--- src/assert_macros.svh ---
// assertion macros shared by the filter rtl
// no dependencies; pulled in by the files that carry concurrent checks
`ifndef ASSERT_MACROS_SVH
`define ASSERT_MACROS_SVH

// property must hold at every rising edge outside reset
`define C3K_ASSERT(lbl, clk, rst_n, prop, msg) \
  lbl: assert property (@(posedge clk) disable iff (!rst_n) (prop)) else $error(msg);

// condition must never be seen outside reset
`define C3K_ASSERT_NEVER(lbl, clk, rst_n, cond, msg) \
  lbl: assert property (@(posedge clk) disable iff (!rst_n) !(cond)) else $error(msg);

`endif

--- src/c3k_pkg.sv ---
// shared constants, types and helper functions of the 3x3 filter
// no dependencies; compiled first
`timescale 1ns / 1ps
`default_nettype none

package c3k_pkg;

  localparam int MAX_WIDTH     = 1024;
  localparam int PIXEL_BITS    = 8;
  localparam int COL_BITS      = $clog2(MAX_WIDTH);
  localparam int WIDTH_BITS    = 11;
  localparam int HEIGHT_BITS   = 12;
  localparam int ROW_BITS      = 12;
  localparam int ROW_LIMIT     = 4095;
  localparam int MIN_DIM       = 3;
  localparam int EMIT_BITS     = 22;
  localparam int WIN_COLS      = 3;
  localparam int FIFO_DEPTH    = 4;
  localparam int FIFO_PTR_BITS = $clog2(FIFO_DEPTH);
  localparam int FIFO_CNT_BITS = $clog2(FIFO_DEPTH + 1);
  localparam int APB_ADDR_BITS = 4;
  localparam int APB_DATA_BITS = 32;

  // register indexes, decoded from paddr[3:2]
  localparam logic [1:0] REG_KMODE   = 2'd0;
  localparam logic [1:0] REG_FWIDTH  = 2'd1;
  localparam logic [1:0] REG_FHEIGHT = 2'd2;

  // kernel mode codes
  localparam logic [1:0] KM_GAUSS   = 2'd0;
  localparam logic [1:0] KM_LAPLACE = 2'd1;
  localparam logic [1:0] KM_SHARPEN = 2'd2;

  localparam logic [WIDTH_BITS-1:0]  RST_WIDTH  = 11'd640;
  localparam logic [HEIGHT_BITS-1:0] RST_HEIGHT = 12'd480;
  localparam logic [EMIT_BITS-1:0]   RST_TOTAL  = 22'd307200;

  typedef logic [PIXEL_BITS-1:0] pix_t;

  // one window column, top row first
  typedef struct packed {
    pix_t top;
    pix_t mid;
    pix_t bot;
  } col_t;

  typedef col_t [WIN_COLS-1:0] win_t;

  // per-result control for the kernel stage
  typedef struct packed {
    logic zero;
    logic mask_right;
    logic mask_bottom;
  } kctl_t;

  typedef struct packed {
    pix_t pixel;
    logic last;
  } res_t;

  function automatic logic [WIDTH_BITS-1:0] eff_width(input logic [WIDTH_BITS-1:0] w);
    logic [WIDTH_BITS-1:0] r;
    if (w < WIDTH_BITS'(MIN_DIM)) begin
      r = WIDTH_BITS'(MIN_DIM);
    end else if (w > WIDTH_BITS'(MAX_WIDTH)) begin
      r = WIDTH_BITS'(MAX_WIDTH);
    end else begin
      r = w;
    end
    return r;
  endfunction

  function automatic logic [HEIGHT_BITS-1:0] eff_height(input logic [HEIGHT_BITS-1:0] h);
    logic [HEIGHT_BITS-1:0] r;
    if (h < HEIGHT_BITS'(MIN_DIM)) begin
      r = HEIGHT_BITS'(MIN_DIM);
    end else if (h > HEIGHT_BITS'(ROW_LIMIT)) begin
      r = HEIGHT_BITS'(ROW_LIMIT);
    end else begin
      r = h;
    end
    return r;
  endfunction

endpackage

`default_nettype wire

--- src/c3k_kernel_alu.sv ---
// weighted 3x3 sum with edge masking and clamp to the pixel range
// depends on c3k_pkg
`timescale 1ns / 1ps
`default_nettype none

module c3k_kernel_alu (
  input  wire [1:0]      mode_i,
  input  c3k_pkg::win_t  win_i,
  input  c3k_pkg::kctl_t ctl_i,
  output c3k_pkg::pix_t  pixel_o
);
  import c3k_pkg::*;

  localparam int SUM_BITS = PIXEL_BITS + 2;
  localparam int ACC_BITS = PIXEL_BITS + 6;

  pix_t c0, c1, c2, c3, c4, c5, c6, c7, c8;
  logic [SUM_BITS-1:0]     corners, sides;
  logic [PIXEL_BITS+2:0]   ctr7;
  logic [PIXEL_BITS+3:0]   ctr9;
  logic [PIXEL_BITS+3:0]   gsum;
  logic [ACC_BITS-1:0]     acc;

  always_comb begin
    c0 = win_i[0].top;
    c1 = win_i[1].top;
    c2 = ctl_i.mask_right ? '0 : win_i[2].top;
    c3 = win_i[0].mid;
    c4 = win_i[1].mid;
    c5 = ctl_i.mask_right ? '0 : win_i[2].mid;
    c6 = ctl_i.mask_bottom ? '0 : win_i[0].bot;
    c7 = ctl_i.mask_bottom ? '0 : win_i[1].bot;
    c8 = (ctl_i.mask_right || ctl_i.mask_bottom) ? '0 : win_i[2].bot;

    corners = {2'b00, c0} + {2'b00, c2} + {2'b00, c6} + {2'b00, c8};
    sides   = {2'b00, c1} + {2'b00, c3} + {2'b00, c5} + {2'b00, c7};
    ctr7    = {c4, 3'b000} - {3'b000, c4};
    ctr9    = {1'b0, c4, 3'b000} + {4'b0000, c4};
    gsum    = {2'b00, corners} + {1'b0, sides, 1'b0} + {2'b00, c4, 2'b00};

    case (mode_i)
      KM_LAPLACE: acc = {4'b0000, corners} + {4'b0000, sides} - {3'b000, ctr7};
      KM_SHARPEN: acc = {2'b00, ctr9} - {4'b0000, corners} - {4'b0000, sides};
      default:    acc = {6'b000000, gsum[PIXEL_BITS+3:4]};
    endcase

    // clamp, negative to zero and overflow to full scale; a zeroed result gives zero
    if (ctl_i.zero || acc[ACC_BITS-1]) begin
      pixel_o = '0;
    end else if (|acc[ACC_BITS-2:PIXEL_BITS]) begin
      pixel_o = '1;
    end else begin
      pixel_o = acc[PIXEL_BITS-1:0];
    end
  end

endmodule

`default_nettype wire

--- config.mk ---
export PLATFORM = sky130hd
export DESIGN_NAME = c3k_kernel_alu
export DESIGN_NICKNAME = d
export VERILOG_FILES = /design/src/assert_macros.svh /design/src/c3k_pkg.sv /design/src/c3k_kernel_alu.sv
export SDC_FILE = /design/constraint.sdc
export NUM_CORES = 1
export LEC_CHECK = 0
export ABC_AREA = 1
export BUFFER_PORTS_ARGS = -buffer_cell sky130_fd_sc_hd__buf_4
export CORE_ASPECT_RATIO = 0.7
export CORE_UTILIZATION = 48
export DETAILED_ROUTE_END_ITERATION = 8
export PLACE_DENSITY = 0.8
export SLEW_MARGIN = 20
export SYNTH_ARGS = -nofsm -noshare
export SYNTH_HDL_FRONTEND = slang
export SYNTH_SLANG_ARGS = --single-unit
--- constraint.sdc ---
create_clock -name vclk -period 7.55
set_input_delay 0.755 -clock vclk [all_inputs]
set_output_delay 0.755 -clock vclk [all_outputs]
set_load 0.03 [all_outputs]
==> impl_metrics.json <==
{
  "crit_path_top_delay_cell": "fa_1",
  "syn-instance-count": 749,
  "finalSetupViolations": 0,
  "finalSetupTns_ps": 0,
  "drt-total-wl_um": 13100,
  "hold_path.class": "primary input to output port",
  "cpPeakStageDelay_ps": 500,
  "nFillCells": 905,
  "met3WireLength_um": 1340,
  "crit_cells": 35,
  "drc": 0,
  "muxShareOfSynthArea_pct": 0,
  "cp-start-kind": "primary input",
  "syn-num-nets": 956,
  "period_needed_ps": 7220,
  "highest_layer": "met4",
  "met2_length_um": 5530,
  "crit_buf_inv": 8,
  "tightest_slew_ps": 592,
  "design.seq.count": 0,
  "ys_top_cells_by_area": "fa_1 (23%), ha_1 (19%), inv_1 (13%), nand2_1 (13%), a21oi_1 (4.8%)",
  "yosys-top-cells-count": "inv_1 (175), nand2_1 (165), ha_1 (73)",
  "required_ps": 6800,
  "gp_congestion": 0.920,
  "synth.most_common_cell": "inv_1",
  "grt_overflow": 0,
  "synth_xor_area_share_pct": 5.36,
  "synth_top_area_share_pct": 23.3,
  "die_w_um": 123,
  "yosysWarnings": 0,
  "start_util_pct": 50.0,
  "dieArea_sq_mm": 0.0106,
  "max_freq_mhz": 138,
  "numPortBuffers": 85,
  "antenna_found_initial": 0,
  "viasPerCell": 5.06,
  "dp.final_hpwl_um": 11600,
  "synth_area_sq_mm": 0.00490,
  "final_nets": 1063,
  "wl_met1_um": 6210,
  "rows": 30,
  "yosysSeqAreaShare_pct": 0,
  "crit_type": "primary input to output port",
  "grtUsageTotal_pct": 25.9,
  "ff_latch_area_sq_um": 0,
  "core_area_sq_mm": 0.00980,
  "holdPathStages": 5,
  "postRouteAntennaNets": 0,
  "maxSlewHeadroom_pct": 60.2,
  "crit_arrival_ps": 6470,
  "syn2layout_area_growth_pct": 22.0,
  "grt_pass1_wl_um": 21800,
  "syn-mean-instance-area_sq_um": 6.54,
  "cap_violations": 0,
  "synthAdderAreaFrac_pct": 41.9,
  "yosys.area.top_type": "fa_1",
  "ys_types": 33,
  "n_clock_buffer": 0,
  "diodes": 0,
  "worst_hold_slack_ps": 1950,
  "first_pass_iters": 5,
  "ios": 85,
  "cp_top_family": "adder cells",
  "fin_area_sq_mm": 0.00598,
  "final_util_pct": 61.0,
  "placed_area_sq_mm": 0.00584,
  "synth_compound_area_share_pct": 10.9,
  "end_kind": "output port",
  "cp_max_fo": 8,
  "yosys.area_share.simple_pct": 27.8,
  "status": "finished clean",
  "synth_top_family_by_area": "adder cells",
  "drv_slew": 0,
  "dr.first_iter.drc_count": 314,
  "drive_above_1_share_pct": 19.9,
  "grt_pass1_vias": 4685,
  "vias": 4969,
  "final.period_utilization_pct": 95.7,
  "grt_setup_unrepaired": "true",
  "die_h_um": 86.5,
  "hold_viol_final": 0,
  "grt_max_degree": 20,
  "wl_per_cell_um": 13.4
}
-- kinds of logic after synthesis --
kind of cell,count (synthesis)
adders and majority gates,130
xor gates and xnor gates,30
buffers and inverters,182
and+or+nand+nor,312
AOI/OAI and AO/OA,95
-- final timing paths --
path | startpoint | endpoint
setup / recovery | ctl_i[1] | pixel_o[7]
hold / removal | ctl_i[2] | pixel_o[5]
-- layer usage --
layer  vias to the layer above  GRT usage, %
met5                         -             0
met4                         0         0.887
met3                        10          4.28
met2                       204          42.5
met1                      2222          37.5
li1                       2533             -
-- cells in the final DEF, fill, tap and decap left out, types with 3 or more instances in the layout --
| master | netlist | layout |
|---|---|---|
| a21boi_0 | 3 | 3 |
| a21oi_1 | 47 | 40 |
| a21oi_2 | 2 | 9 |
| a31oi_1 | 4 | 4 |
| buf_4 | 1 | 109 |
| fa_1 | 57 | 56 |
| ha_1 | 73 | 68 |
| ha_4 | 0 | 3 |
| inv_1 | 175 | 173 |
| inv_2 | 2 | 4 |
| nand2_1 | 165 | 162 |
| nand2_2 | 17 | 19 |
| nand3_1 | 36 | 35 |
| nand3_2 | 4 | 5 |
| nand3b_1 | 4 | 4 |
| nand4_1 | 10 | 10 |
| nor2_1 | 60 | 56 |
| nor2_2 | 4 | 8 |
| nor3_1 | 6 | 6 |
| o21ai_0 | 25 | 23 |
| o21ai_1 | 1 | 3 |
| o21bai_1 | 8 | 7 |
| or2_2 | 4 | 4 |
| xnor2_1 | 12 | 12 |
| xor2_1 | 18 | 16 |
-- layout make-up --
| cell class | count | area (sq um) | area share (%) |
|---|---|---|---|
| multi-input combinational | 567 | 4330 | 72.5 |
| timing repair buffer | 109 | 818 | 13.7 |
| inverter | 178 | 668 | 11.2 |
| tap | 128 | 160 | 2.68 |
-- stage by stage --
stage | std cells | worst slack [ps]
floorplan | 749 | 406
global placement | 979 | 140
detailed placement | 979 | -53.3
CTS | 980 | 78.5
global route | 982 | -41.8
finish | 982 | 328
-- what timing repair did --
action                     CTS  global route
pin swaps                    1             6
hold endpoints to repair     0             0
cloned                       0             0
resized for setup            2            27
setup endpoints to repair    8             8
setup buffers                1             2
hold buffers                 0             0
Power is not shown: default switching activity piles up to over one toggle a cycle in this logic, so the estimate is an artifact.
