`src/assert_macros.svh`:
```
// assertion macros shared by the filter rtl
// no dependencies; pulled in by the files that carry concurrent checks
`ifndef ASSERT_MACROS_SVH
`define ASSERT_MACROS_SVH

// property must hold at every rising edge outside reset
`define C3K_ASSERT(lbl, clk, rst_n, prop, msg) \
  lbl: assert property (@(posedge clk) disable iff (!rst_n) (prop)) else $error(msg);

// condition must never be seen outside reset
`define C3K_ASSERT_NEVER(lbl, clk, rst_n, cond, msg) \
  lbl: assert property (@(posedge clk) disable iff (!rst_n) !(cond)) else $error(msg);

`endif

```
`src/c3k_pkg.sv`:
```
// shared constants, types and helper functions of the 3x3 filter
// no dependencies; compiled first
`timescale 1ns / 1ps
`default_nettype none

package c3k_pkg;

  localparam int MAX_WIDTH     = 1024;
  localparam int PIXEL_BITS    = 8;
  localparam int COL_BITS      = $clog2(MAX_WIDTH);
  localparam int WIDTH_BITS    = 11;
  localparam int HEIGHT_BITS   = 12;
  localparam int ROW_BITS      = 12;
  localparam int ROW_LIMIT     = 4095;
  localparam int MIN_DIM       = 3;
  localparam int EMIT_BITS     = 22;
  localparam int WIN_COLS      = 3;
  localparam int FIFO_DEPTH    = 4;
  localparam int FIFO_PTR_BITS = $clog2(FIFO_DEPTH);
  localparam int FIFO_CNT_BITS = $clog2(FIFO_DEPTH + 1);
  localparam int APB_ADDR_BITS = 4;
  localparam int APB_DATA_BITS = 32;

  // register indexes, decoded from paddr[3:2]
  localparam logic [1:0] REG_KMODE   = 2'd0;
  localparam logic [1:0] REG_FWIDTH  = 2'd1;
  localparam logic [1:0] REG_FHEIGHT = 2'd2;

  // kernel mode codes
  localparam logic [1:0] KM_GAUSS   = 2'd0;
  localparam logic [1:0] KM_LAPLACE = 2'd1;
  localparam logic [1:0] KM_SHARPEN = 2'd2;

  localparam logic [WIDTH_BITS-1:0]  RST_WIDTH  = 11'd640;
  localparam logic [HEIGHT_BITS-1:0] RST_HEIGHT = 12'd480;
  localparam logic [EMIT_BITS-1:0]   RST_TOTAL  = 22'd307200;

  typedef logic [PIXEL_BITS-1:0] pix_t;

  // one window column, top row first
  typedef struct packed {
    pix_t top;
    pix_t mid;
    pix_t bot;
  } col_t;

  typedef col_t [WIN_COLS-1:0] win_t;

  // per-result control for the kernel stage
  typedef struct packed {
    logic zero;
    logic mask_right;
    logic mask_bottom;
  } kctl_t;

  typedef struct packed {
    pix_t pixel;
    logic last;
  } res_t;

  function automatic logic [WIDTH_BITS-1:0] eff_width(input logic [WIDTH_BITS-1:0] w);
    logic [WIDTH_BITS-1:0] r;
    if (w < WIDTH_BITS'(MIN_DIM)) begin
      r = WIDTH_BITS'(MIN_DIM);
    end else if (w > WIDTH_BITS'(MAX_WIDTH)) begin
      r = WIDTH_BITS'(MAX_WIDTH);
    end else begin
      r = w;
    end
    return r;
  endfunction

  function automatic logic [HEIGHT_BITS-1:0] eff_height(input logic [HEIGHT_BITS-1:0] h);
    logic [HEIGHT_BITS-1:0] r;
    if (h < HEIGHT_BITS'(MIN_DIM)) begin
      r = HEIGHT_BITS'(MIN_DIM);
    end else if (h > HEIGHT_BITS'(ROW_LIMIT)) begin
      r = HEIGHT_BITS'(ROW_LIMIT);
    end else begin
      r = h;
    end
    return r;
  endfunction

endpackage

`default_nettype wire

```
`src/c3k_column_cell.sv`:
```
// one window column cell, takes the column of its right neighbor on a shift
// depends on c3k_pkg
`timescale 1ns / 1ps
`default_nettype none

module c3k_column_cell (
  input  wire           clk_i,
  input  wire           rst_ni,
  input  wire           en_i,
  input  c3k_pkg::col_t col_i,
  output c3k_pkg::col_t col_o
);
  import c3k_pkg::*;

  col_t col_q;

  always_ff @(posedge clk_i or negedge rst_ni) begin
    if (!rst_ni) begin
      col_q <= '0;
    end else if (en_i) begin
      col_q <= col_i;
    end
  end

  assign col_o = col_q;

endmodule

`default_nettype wire

```
`config.mk`:
```
export PLATFORM = sky130hd
export DESIGN_NAME = c3k_column_cell
export DESIGN_NICKNAME = d
export VERILOG_FILES = /design/src/assert_macros.svh /design/src/c3k_pkg.sv /design/src/c3k_column_cell.sv
export SDC_FILE = /design/constraint.sdc
export NUM_CORES = 1
export LEC_CHECK = 0
export BUFFER_PORTS_ARGS = -buffer_cell sky130_fd_sc_hd__clkbuf_2
export CORE_AREA = 2 2 50 52
export CTS_CLUSTER_SIZE = 12
export DETAILED_ROUTE_END_ITERATION = 8
export DIE_AREA = 0 0 52 54
export GPL_ROUTABILITY_DRIVEN = 0
export PLACE_DENSITY = 0.8
export SETUP_SLACK_MARGIN = 0.15
export SLEW_MARGIN = 15
export SYNTH_ARGS = -nofsm -noshare
export SYNTH_HDL_FRONTEND = slang
export SYNTH_SLANG_ARGS = --single-unit
export TNS_END_PERCENT = 30
```
`constraint.sdc`:
```
create_clock -name clk_i -period 1.6 [get_ports clk_i]
set_input_delay 0.32 -clock clk_i [delete_from_list [all_inputs] [get_ports clk_i]]
set_output_delay 0.32 -clock clk_i [all_outputs]
set_load 0.01 [all_outputs]
```
==> results of run 1 <==
layer usage:
layer	vias up	share of wire, %
met5	-	0
met4	0	0.80
met3	2	7.3
met2	33	51
met1	288	41
li1	280	-
logic make-up (layout without fill, tap and decap cells):
group / count (synthesis) / count (layout) / synth area share [%]
buffers and inverters: 3 / 54 / 5.14
flip-flops: 24 / 24 / 60.2
multiplexers: 24 / 24 / 34.6
where the power goes:
part	internal, mW	total [mW]	switching (mW)
registers	0.667	0.702	0.0355
clock network	0.0875	0.244	0.156
logic	0.150	0.255	0.105
total	0.904	1.20	0.297
layout make-up:
| type | instances | area [µm²] | area share [%] |
|---|---|---|---|
| well taps | 30 | 37.5 | 2.94 |
| flip-flops and latches | 24 | 601 | 47.1 |
| repair buffers | 51 | 270 | 21.2 |
| multi-input cells | 24 | 345 | 27.1 |
| clock buffers | 3 | 22.5 | 1.76 |
through the flow:
stage          std cells  hold slack [ps]
2_1_floorplan         51             24.4
6_report             132             1.16
4_1_cts              132             5.50
5_1_grt              132             25.1
3_5_place_dp         129              351
3_3_place_gp         129              336
cell usage in the layout, fill, tap and decap left out, drive strengths merged:
master / netlist / layout
dfrtp: 24 / 24
buf: 3 / 1
clkbuf: 0 / 53
mux2: 24 / 24
worst max path at each step:
stage	start	endpoint	slack (ps)	cells after the start
CTS	col_o[5]	col_o[5]	420	1
detailed placement	en_i	col_o[23]	480	3
global placement	en_i	col_o[7]	500	3
global route	col_o[11]	col_o[11]	390	1
floorplan	en_i	col_o[0]	620	3
finish	col_o[11]	col_o[11]	440	1
==> out/qor.yml, run 1 <==
outcome:
  outcome: "finished clean"
clock_network:
  clock_latency_ps: 290
  tritoncts: "done"
  cts_inserted_buffers: 3
  cts_setup_buffers: 0
  hold_buffers: 0
  cts_root_buf: "clkbuf_4"
  clk_pin_slew_worst_paths_ps: 120
  cts.sinks: 24
  cts_resized: 0
  htree_levels: 1
  clockBufferDepth: 2
final_layout:
  nets: 131
  num_antenna_cells: 0
  largest_reg_flops: 24
  fillers: 203
  drive_gt1_share_pct: 76.5
  syn_to_final_growth_pct: 28.0
  postLayoutCoreUtil_pct: 55.0
  design_area_um2: 1280
timing:
  fmax_mhz: 861
  maxSlewViolCount: 0
  setup_violations: 0
  setup_tns_ps: 0
  timing.final.crit_share_pct: 72.6
  rsz0062_at_grt: "false"
  hold_viol_final: 0
  fin_skew_ps: 0
  fin_crit_ps: 1160
  slew_headroom_pct: 60.4
  setup_ws_ps: 438
  worst_pin_slew_ps: 594
synth:
  yosysTopAreaCell: "dfrtp_1"
  yosys.area.top_type_share_pct: 60.2
  syn_nets: 78
  ys_types: 5
  synth-seq-cells: 24
  synth_warnings: 0
  synth_cells: 51
  yosysMostFrequentCell: "dfrtp_1"
  synthArstFlopShare_pct: 100
  synthesis.area_um2: 997
  yosysSeqAreaShare_pct: 60.2
  synth_ff_type: "dfrtp_1"
  syn_avg_cell_area_um2: 19.6
  synthTopCellsByCount: "dfrtp_1, mux2_4, mux2_2, buf_12, buf_6"
  netlist_top_cells_area: "dfrtp_1, mux2_4, mux2_2"
  synth-edff-count: 0
global_route:
  use_met2_pct: 24.3
  use_met1_pct: 19.3
  grt_pass1_wl_um: 2930
  use_met3_pct: 2.50
  antenna_found_initial: 0
  grt_max_degree: 25
  grt_pass1_vias: 627
  grt_overflow: 0
  grtUsageTotal_pct: 14.8
  grt_busiest_layer: "met2"
floorplan:
  dieArea_um2: 2810
  fp.dieH_um: 54
  rows: 18
  core_um2: 2320
  start_util_pct: 43.0
  die_x_um: 52
  ioPinCount: 51
route:
  drt_pass1_iterations: 4
  drc: 0
  via_per_inst: 4.57
  drtIter0Drc: 6
  wl_per_cell_um: 14.2
  totalWireLength_um: 1870
  via_count: 603
  drtAntennaViolNets: 0
worst_setup_path:
  r2r_cells: 1
  crit_slowest_cell: "dfrtp_1"
  cp-start-kind: "flip-flop"
  crit_arrival_ps: 840
  r2r-end: "col_o[11]"
  worstSetupEndpointType: "primary output"
  reg2reg_slack_ps: 810
  critPathRequiredTime_ps: 1280
  critPathBufInv: 1
  r2r_start: "col_o[11]"
  cpPeakStageDelay_ps: 420
  crit_fanout: 2
  crit_family: "flip-flops"
  critPathKind: "flip-flop to primary output"
  worstPathCellList: "clkbuf_2"
place:
  pre_cts_ws_ps: 476
  dpl_cell_area_um2: 1250
  dp_hpwl_um: 1450
  port_buffers: 50
power_and_ir_drop:
  p_per_area_nw_per_um2: 941
  finalPower_mw: 1.20
  peakVddDrop_mv: 0.555
  p_leak_nw: 0.692
hold_path:
  hold_path.class: "input port to asynchronous set/reset pin"
flow_run:
  cap_violations: 0
(Power assumes the default switching activity.)
==> run 2: changes to the inputs <==
--- a/config.mk
+++ b/config.mk
@@ -6,12 +6,12 @@
 export NUM_CORES = 1
 export LEC_CHECK = 0
 export BUFFER_PORTS_ARGS = -buffer_cell sky130_fd_sc_hd__clkbuf_2
-export CORE_AREA = 2 2 50 52
+export CORE_AREA = 2 2 54 56
 export CTS_CLUSTER_SIZE = 12
 export DETAILED_ROUTE_END_ITERATION = 8
-export DIE_AREA = 0 0 52 54
+export DIE_AREA = 0 0 56 58
 export GPL_ROUTABILITY_DRIVEN = 0
-export PLACE_DENSITY = 0.8
+export PLACE_DENSITY = 0.73
 export SETUP_SLACK_MARGIN = 0.15
 export SLEW_MARGIN = 15
 export SYNTH_ARGS = -nofsm -noshare
==> constraint.sdc (replaced) <==
create_clock -name clk_i -period 1 [get_ports clk_i]
set_input_delay 0.2 -clock clk_i [delete_from_list [all_inputs] [get_ports clk_i]]
set_output_delay 0.2 -clock clk_i [all_outputs]
set_load 0.01 [all_outputs]
==> run 2 against run 1 <==
The run now ends with negative setup slack left. Worst hold slack improved by 130 ps. Clock power increased by 58%. Via count rose by 5.1%. Cell area rose by 7.0%. Sequential power rose by 60%. Critical path depth unchanged. Clock skew is the same. Clock-buffer cell count is the same. Die area increased by 16%. Sequential share of layout area fell by 3.1 points. Register-to-register slack worse by 710 ps. Global-route usage down 3.7 points. Critical path type unchanged. Critical endpoint is now col_o[8]. Highest routed layer unchanged.
==> out/qor.yml, run 2 (synthesized netlist as in run 1, its figures left out) <==
worst_setup_path:
  cpPeakStageDelay_ps: 410  # about the same
  cp-start-kind: "flip-flop"
  critPathKind: "flip-flop to primary output"
  crit_arrival_ps: 830  # about the same
  critPathBufInv: 1  # unchanged
  crit_fanout: 2  # unchanged
  crit_family: "flip-flops"
  critPathRequiredTime_ps: 800  # -480 ps
  crit_slowest_cell: "dfrtp_1"
  worstPathCellList: "clkbuf_2"
  worstSetupEndpointType: "primary output"
global_route:
  grtUsageTotal_pct: 11.1  # -3.7 points
  grt_overflow: 0  # unchanged
  grt_max_degree: 15  # -40%
  grt_pass1_wl_um: 2870  # -1.9%
  grt_pass1_vias: 631  # +0.64%
  antenna_found_initial: 0  # unchanged
route:
  drtAntennaViolNets: 0  # unchanged
  drtIter0Drc: 10  # +4
  wl_per_cell_um: 12.1  # -15%
  totalWireLength_um: 1700  # -8.9%
  drc: 0  # unchanged
  via_per_inst: 4.50  # -1.6%
  drt_pass1_iterations: 2  # -2
  via_count: 634  # +5.1%
flow_run:
  cap_violations: 0  # unchanged
place:
  dp_hpwl_um: 1340  # -7.6%
  dpl_cell_area_um2: 1290  # +3.3%
  port_buffers: 50  # unchanged
  dpl.cell_count: 132  # +2.3%
  pre_cts_ws_ps: 15.5  # -460 ps
floorplan:
  rows: 19  # +1
  core_um2: 2660  # +15%
  fp.dieH_um: 58  # +7.4%
  die_x_um: 56  # +7.7%
  ioPinCount: 51  # unchanged
  start_util_pct: 37.5  # -5.5 points
  dieArea_um2: 3250  # +16%
power_and_ir_drop:
  p_per_area_nw_per_um2: 1430  # +52%
  pwr-share-comb_pct: 23.2  # +2.0 points
  switching_share_pct: 24.0  # -0.68 points
  power.share.clock_pct: 19.7  # -0.6 points
  p_leak_nw: 0.738  # +6.8%
  internal_power_mw: 1.49  # +64%
  peakVddDrop_mv: 0.742  # +34%
  p_switching_mw: 0.471  # +59%
  seqPwrFrac_pct: 57.2  # -1.3 points
outcome:
  failed_checks: "negative setup slack"
  outcome: "complete, but fails checks"
final_layout:
  final_cells: 141  # +6.8%
  design_area_um2: 1370  # +7.0%
  drive_gt1_share_pct: 77.3  # +0.80 points
  layout_common_cells: "clkbuf_2, dfrtp_1, mux2_4"
  postLayoutCoreUtil_pct: 51.3  # -3.7 points
  largest_reg_flops: 24  # unchanged
  nets: 139  # +6.1%
  num_antenna_cells: 0  # unchanged
  final_common_cell: "clkbuf_2"
  syn_to_final_growth_pct: 36.9
clock_network:
  clockBufferDepth: 2  # unchanged
  clock_latency_ps: 290  # about the same
  cts.sinks: 24  # unchanged
  clk_pin_slew_worst_paths_ps: 120  # about the same
  htree_levels: 1  # unchanged
  tritoncts: "done"
  cts_inserted_buffers: 3  # unchanged
  cts_root_buf: "clkbuf_4"
timing:
  setup_ws_ps: -28.7  # -467 ps
  fin_skew_ps: 0  # unchanged
  setup_violations: 24  # +24
  maxSlewViolCount: 0  # unchanged
  fmax_mhz: 972
  rsz0062_at_grt: "true"
  worst_pin_slew_ps: 301  # -293 ps
  hold_viol_final: 0  # unchanged
  slew_headroom_pct: 80.0  # +20 points
  fin_crit_ps: 1030
  timing.final.crit_share_pct: 103
hold_path:
  hold_path.class: "input port to flip-flop"
-- run 2: changes by cell type in the layout (fill, tap and decap cells not counted) --
cell / change
buf_12: +2
clkbuf_2: -1
buf_4: +5
buf_2: +1
dlygate4sd3_1: +1
-- run 2: layout make-up --
class	instances	area (µm²)
multi-input cells	24	345
repair buffers	59	358
clock buffers	3	22.5
flip-flops and latches	24	601
well taps	31	38.8
fillers	236	1300
-- run 2: final timing paths --
kind,endpoint,slack [ps],cells past startpoint,from
max,col_o[8],-30,1,col_o[8]
min,col_o[9],130,2,col_i[9]
max reg2reg,col_o[12],100,2,col_o[12]
min reg2reg,col_o[20],520,1,col_o[20]
max in group asynchronous,col_o[22],310,3,rst_ni
min in group asynchronous,col_o[15],320,2,rst_ni
-- run 2: stage by stage --
stage          hold WS (ps)  power [mW]  setup TNS [ps]
3_5_place_dp            106        1.57               0
5_1_grt                87.4        2.08           -1820
2_1_floorplan         -95.6        1.38               0
4_1_cts                 112        1.98            -868
3_3_place_gp           93.3        1.56               0
6_report                129        1.96            -409
-- run 2: timing repair --
item,CTS,global route
buffers inserted,2,3
resized for setup,0,1
hold buffers,1,0
hold endpoints to repair,10,0
setup endpoints to repair,24,26
-- run 2: metal layers --
layer	GRT usage, %	share of wire (%)
met1	15.3	43
met5	0	0
met4	5.10	0.94
met2	17.5	51
met3	1.56	4.6
-- run 2: power by group through the flow --
| stage | combinational (mW) | clock (mW) | sequential, mW |
|---|---|---|---|
| floorplan | 0.195 | 0 | 1.18 |
| global placement | 0.422 | 0 | 1.14 |
| detailed placement | 0.429 | 0 | 1.14 |
| CTS | 0.445 | 0.415 | 1.12 |
| global route | 0.489 | 0.464 | 1.13 |
| finish | 0.453 | 0.386 | 1.12 |
-- run 2: worst register-to-register path: stages (launching register included) --
cell	delay, ps
dfrtp_1	400
buf_4	130
mux2_4	260
